<file path="src/hw/rtl/rgm_pkg.sv">
// shared types and constants for the rotated grid merge unit
// no dependencies; imported by every module of the block
package rgm_pkg;

  localparam int MAP_WIDTH      = 256;
  localparam int MAP_HEIGHT     = 256;
  localparam int LOCAL_CAPACITY = 16384;

  localparam int MAP_CELLS = MAP_WIDTH * MAP_HEIGHT;
  localparam int MAP_AW    = (MAP_CELLS > 1) ? $clog2(MAP_CELLS) : 1;
  localparam int LOCAL_AW  = (LOCAL_CAPACITY > 1) ? $clog2(LOCAL_CAPACITY) : 1;
  localparam int XW        = (MAP_WIDTH > 1) ? $clog2(MAP_WIDTH) : 1;
  localparam int MAP_DMAX  = (MAP_WIDTH > MAP_HEIGHT) ? MAP_WIDTH : MAP_HEIGHT;

  // datapath widths: centre accumulator, offset, product, rotated, diff, cell product
  localparam int CW = 25 + $clog2(2 * MAP_DMAX);
  localparam int DW = CW + 2;
  localparam int PW = DW + 16;
  localparam int RW = PW + 1 - 14;
  localparam int EW = RW + 1;
  localparam int QW = EW + 26;
  localparam int KW = QW - 32;

  typedef enum logic [1:0] {
    OP_CLEAR     = 2'd0,
    OP_LOAD      = 2'd1,
    OP_INTEGRATE = 2'd2,
    OP_READ      = 2'd3
  } op_e;

  typedef enum logic [2:0] {
    CFG_MAP_RES   = 3'd0,
    CFG_MAP_OX    = 3'd1,
    CFG_MAP_OY    = 3'd2,
    CFG_LOC_OX    = 3'd3,
    CFG_LOC_OY    = 3'd4,
    CFG_LOC_INV   = 3'd5,
    CFG_LOC_W     = 3'd6,
    CFG_LOC_H     = 3'd7
  } cfg_e;

  typedef struct packed {
    logic load_item;
    logic local_wr;
    logic map_rd;
    logic sweep_init;
    logic clear_wr;
    logic ld_dxdy;
    logic ld_prod;
    logic ld_rot;
    logic ld_diff;
    logic ld_cell;
    logic ld_local;
    logic int_wr;
    logic advance;
    logic out_load;
  } dp_cmd_t;

  typedef struct packed {
    logic last_cell;
  } dp_sts_t;

endpackage

</file>
<file path="src/hw/rtl/rgm_ctrl.sv">
// sequencer for the rotated grid merge unit
// depends on rgm_pkg; drives rgm_datapath through dp_cmd_t
module rgm_ctrl (
  input  logic            clk_i,
  input  logic            rst_ni,
  input  logic            in_valid_i,
  output logic            in_ready_o,
  input  logic [1:0]      op_i,
  output logic            out_valid_o,
  input  logic            out_ready_i,
  input  rgm_pkg::dp_sts_t sts_i,
  output rgm_pkg::dp_cmd_t cmd_o
);
  import rgm_pkg::*;

  localparam logic [3:0] ST_INIT  = 4'd0;
  localparam logic [3:0] ST_IDLE  = 4'd1;
  localparam logic [3:0] ST_CLEAR = 4'd2;
  localparam logic [3:0] ST_D     = 4'd3;
  localparam logic [3:0] ST_M     = 4'd4;
  localparam logic [3:0] ST_R     = 4'd5;
  localparam logic [3:0] ST_O     = 4'd6;
  localparam logic [3:0] ST_C     = 4'd7;
  localparam logic [3:0] ST_L     = 4'd8;
  localparam logic [3:0] ST_W     = 4'd9;
  localparam logic [3:0] ST_RESP  = 4'd10;

  logic [3:0] state_q, state_d;
  logic       out_valid_q, out_valid_d;
  logic       accept;

  assign in_ready_o  = (state_q == ST_IDLE);
  assign accept      = in_valid_i && in_ready_o;
  assign out_valid_o = out_valid_q;

  always_comb begin
    state_d = state_q;
    cmd_o   = '0;
    unique case (state_q)
      ST_INIT: begin
        cmd_o.clear_wr = 1'b1;
        cmd_o.advance  = 1'b1;
        if (sts_i.last_cell) state_d = ST_IDLE;
      end
      ST_IDLE: begin
        if (accept) begin
          cmd_o.load_item = 1'b1;
          case (op_e'(op_i))
            OP_CLEAR: begin
              cmd_o.sweep_init = 1'b1;
              state_d = ST_CLEAR;
            end
            OP_LOAD: begin
              cmd_o.local_wr = 1'b1;
              state_d = ST_RESP;
            end
            OP_INTEGRATE: begin
              cmd_o.sweep_init = 1'b1;
              state_d = ST_D;
            end
            default: begin
              cmd_o.map_rd = 1'b1;
              state_d = ST_RESP;
            end
          endcase
        end
      end
      ST_CLEAR: begin
        cmd_o.clear_wr = 1'b1;
        cmd_o.advance  = 1'b1;
        if (sts_i.last_cell) state_d = ST_RESP;
      end
      ST_D: begin
        cmd_o.ld_dxdy = 1'b1;
        state_d = ST_M;
      end
      ST_M: begin
        cmd_o.ld_prod = 1'b1;
        state_d = ST_R;
      end
      ST_R: begin
        cmd_o.ld_rot = 1'b1;
        state_d = ST_O;
      end
      ST_O: begin
        cmd_o.ld_diff = 1'b1;
        state_d = ST_C;
      end
      ST_C: begin
        cmd_o.ld_cell = 1'b1;
        state_d = ST_L;
      end
      ST_L: begin
        cmd_o.ld_local = 1'b1;
        state_d = ST_W;
      end
      ST_W: begin
        cmd_o.int_wr  = 1'b1;
        cmd_o.advance = 1'b1;
        state_d = sts_i.last_cell ? ST_RESP : ST_D;
      end
      ST_RESP: begin
        if (!out_valid_q || out_ready_i) begin
          cmd_o.out_load = 1'b1;
          state_d = ST_IDLE;
        end
      end
      default: state_d = ST_IDLE;
    endcase
  end

  always_comb begin
    out_valid_d = out_valid_q;
    if (out_ready_i) out_valid_d = 1'b0;
    if (cmd_o.out_load) out_valid_d = 1'b1;
  end

  always_ff @(posedge clk_i or negedge rst_ni) begin
    if (!rst_ni) begin
      state_q     <= ST_INIT;
      out_valid_q <= 1'b0;
    end else begin
      state_q     <= state_d;
      out_valid_q <= out_valid_d;
    end
  end

endmodule

</file>
<file path="config.mk">
export PLATFORM = sky130hd
export DESIGN_NAME = rgm_ctrl
export DESIGN_NICKNAME = d
export VERILOG_FILES = /design/src/hw/rtl/rgm_pkg.sv /design/src/hw/rtl/rgm_ctrl.sv
export SDC_FILE = /design/constraint.sdc
export NUM_CORES = 1
export LEC_CHECK = 0
export BUFFER_PORTS_ARGS = -buffer_cell sky130_fd_sc_hd__buf_2
export CORE_AREA = 2 2 39 41
export DETAILED_ROUTE_END_ITERATION = 7
export DIE_AREA = 0 0 41 43
export HOLD_SLACK_MARGIN = 0.02
export PLACE_DENSITY_LB_ADDON = 0.3
export SYNTH_ARGS = -nofsm -noshare
export SYNTH_HDL_FRONTEND = slang
export SYNTH_SLANG_ARGS = --single-unit
</file>
<file path="constraint.sdc">
create_clock -name clk_i -period 1.5 [get_ports clk_i]
set_clock_uncertainty 0.1 [all_clocks]
set_input_delay 0.3 -clock clk_i [delete_from_list [all_inputs] [get_ports clk_i]]
set_output_delay 0.3 -clock clk_i [all_outputs]
set_load 0.05 [all_outputs]
</file>
==> flow_metrics.env <==
export IMPL_cp_cell_sequence="or2_4, nor3_4, and3_2, buf_8"
export IMPL_avgSynthCellArea_um2=7.68
export IMPL_synthArstFlopShare_pct=100
export IMPL_pwr_share_seq_pct=9.4
export IMPL_rows=14
export IMPL_area_growth_syn_to_layout_pct=130
export IMPL_clock_latency_ns=0.25
export IMPL_synth_edf_count=0
export IMPL_ys_ff_latch=5
export IMPL_synth_mux_area_share_pct=0
export IMPL_die_h_um=43
export IMPL_die_width_um=41
export IMPL_diodes=0
export IMPL_cp_start_kind="flip-flop"
export IMPL_period_share_pct=124
export IMPL_fin_nets=112
export IMPL_worst_slack_ns=-0.359
export IMPL_drt_pre_antenna_iters=4
export IMPL_drtIter0Drc=13
export IMPL_syn_num_nets=71
export IMPL_port_buffers=22
export IMPL_drc=0
export IMPL_fin_crit_ns=1.86
export IMPL_placed_cells=113
export IMPL_grt_pass1_wl_um=2750
export IMPL_arrival_ns=1.46
export IMPL_post_route_util_pct=81.8
export IMPL_pwr_share_comb_pct=84.7
export IMPL_internal_power_mw=1.35
export IMPL_max_stage_delay_ns=0.42
export IMPL_path_clk_slew_ns=0.05
export IMPL_finalSetupViolations=16
export IMPL_clockBufferDepth=2
export IMPL_finalHoldViolCount=0
export IMPL_yosysMostFrequentCell="nor2_1"
export IMPL_synth_top_family_by_area="simple AND/OR/NAND/NOR gates"
export IMPL_synth_compound_area_share_pct=23.9
export IMPL_violations="negative setup slack"
export IMPL_grt_pass1_vias=628
export IMPL_switching_power_mw=1.47
export IMPL_antenna_found_initial=0
export IMPL_slowest_stage="dfrtp_1"
export IMPL_synth_top_area_share_pct=25.4
export IMPL_synthAdderAreaFrac_pct=0
export IMPL_grt_ovfl_total=0
export IMPL_worstMarginPinSlew_ns=0.284
export IMPL_synth_cell_area_um2=492
export IMPL_p_sw_share_pct=52.1
export IMPL_io_pins=23
export IMPL_setup_tns_ns=-4.28
export IMPL_clock_sinks=5
export IMPL_layout_drive_gt1_share_pct=71.2
export IMPL_cts_buffers=3
export IMPL_die_area_um2=1760
export IMPL_ant_nets=0
export IMPL_synth_cell_types=33
export IMPL_synth_xor_area_share_pct=1.78
export IMPL_ys_dominant_reg_cell="dfrtp_1"
export IMPL_initial_core_util_pct=35.5
export IMPL_vias_per_cell=5.54
export IMPL_via_count=665
export IMPL_min_path_type="primary input to flip-flop"
export IMPL_slew_headroom_pct=81.0
export IMPL_clockPowerShare_pct=5.9
export IMPL_synth_top_area_cell="dfrtp_1"
export IMPL_gp_congestion=0.808
export IMPL_synth_top_cells_by_count="nor2_1 (10), dfrtp_1 (5), nand2b_1 (5), nor3_1 (5), o21ai_0 (4)"
export IMPL_rsz0062_at_grt="true"
export IMPL_fmax_mhz=538
export IMPL_p_per_area_nw_per_um2=2500
export IMPL_ys_seq_area_share_pct=25.4
export IMPL_coreArea_um2=1380
export IMPL_tritoncts="built"
export IMPL_cts_root_buf="clkbuf_4"
export IMPL_peakVddDrop_uv=1350
export IMPL_dp_hpwl_um=1190
export IMPL_worstPathMaxFanout=3
export IMPL_yosysWarnings=0
export IMPL_final_cells=120
export IMPL_ys_top_cells_by_area="dfrtp_1 (25%), nor2_1 (7.6%), nand2b_1 (6.4%), nor3_1 (5.1%), o21ai_0 (4.1%)"
export IMPL_post_drt_wl_per_cell_um=16.9
export IMPL_grt_max_degree=12
export IMPL_wirelength_um=2030
export IMPL_drv_cap=0
export IMPL_synth_simple_gate_area_share_pct=40.5
export IMPL_fill_cells=68
export IMPL_critical_path_class="flip-flop to output pin"
export IMPL_grtUsageTotal_pct=23.1
export IMPL_slew_violations=0
export IMPL_dp_slack_ns=-0.159
export IMPL_status="finished with violations"
export IMPL_worst_setup_path_end_kind="output pin"
export IMPL_syn_instance_count=64
export IMPL_cts_htree_levels=1
export IMPL_p_leak_nw=0.487
export IMPL_cp_required_ns=1.10
-- what timing repair did --
| item | in CTS | in global routing |
|---|---|---|
| hold buffers | 1 | 0 |
| setup buffers | 1 | 2 |
| pin swaps | 3 | 3 |
| endpoints found under the hold margin | 5 | 0 |
| resized for setup | 46 | 21 |
| endpoints found under the setup margin | 16 | 18 |
-- critical path: cells and delay by family, from the launching register on --
kind | cells | cell delay (ns)
and+or+nand+nor | 3 | 0.64
buffers and inverters | 1 | 0.14
DFF | 1 | 0.42
-- final timing paths --
kind / startpoint / to / slack (ns) / cells past startpoint
max: state_q[2] / cmd_o[11] / -0.36 / 4
min: out_ready_i / out_valid_o / 0.29 / 3
max reg2reg: state_q[2] / state_q[3] / -0.15 / 4
min reg2reg: out_valid_o / out_valid_o / 0.46 / 2
max in group asynchronous: rst_ni / state_q[0] / 0.85 / 2
min in group asynchronous: rst_ni / state_q[3] / 0.30 / 2
-- metal layers --
layer / GRT usage, % / up-vias / share of wire, %
met5: 0 / - / 0
met4: 8.00 / 0 / 1.8
met3: 3.14 / 4 / 4.5
met2: 40.0 / 30 / 53
met1: 27.1 / 311 / 40
li1: - / 320 / -
-- cells by family after synthesis --
group	count (synthesis)
AND/OR/NAND/NOR	33
AO/OA/AOI/OAI	16
buffers and inverters	9
flip-flops	5
XOR/XNOR	1
-- power by group through the flow --
stage / logic (mW) / registers (mW) / clock network (mW)
after floorplan: 1.30 / 0.277 / 0
after global placement: 1.78 / 0.239 / 0
after detailed placement: 1.81 / 0.242 / 0
after CTS: 2.17 / 0.255 / 0.167
after global routing: 2.52 / 0.266 / 0.173
final: 2.39 / 0.265 / 0.167
-- layout make-up --
class / count / area [um2] / area share (%)
Clock buffer: 4 / 26.3 / 2.32
Sequential cell: 5 / 126 / 11.2
Timing Repair Buffer: 42 / 418 / 36.9
Tap cell: 16 / 20.0 / 1.77
Inverter: 3 / 26.3 / 2.32
Multi-Input combinational cell: 50 / 515 / 45.5
-- metrics by stage --
stage	hold slack [ns]	power (mW)	cell area [um2]
2_1_floorplan	-0.0956	1.58	634
3_3_place_gp	0.0196	2.02	842
3_5_place_dp	0.0252	2.05	842
4_1_cts	0.279	2.60	1040
5_1_grt	0.304	2.95	1130
6_report	0.288	2.83	1130
-- state kept, by name, summed over array words and instances (netlist names) --
register     count
state_q          4
out_valid_o      1
-- layout by cell type (no fill, tap or decap), drive strengths merged --
cell type	count
inv	2
dlygate4sd3	1
nor4	1
nand4bb	1
o22ai	1
a21boi	1
a31oi	1
a32o	1
or4	1
a221oi	1
nand2	2
clkbuf	4
a211oi	2
clkinv	1
o21ai	4
o211a	1
o31a	1
a21oi	1
xor2	1
buf	41
and3b	1
nand2b	5
and4bb	1
nor2	10
or3b	1
and3	1
nor2b	1
nor3	6
a2111o	1
nor4bb	1
dfrtp	5
or2	1
a31o	1
Note: power is estimated with default switching activity, not from simulation.
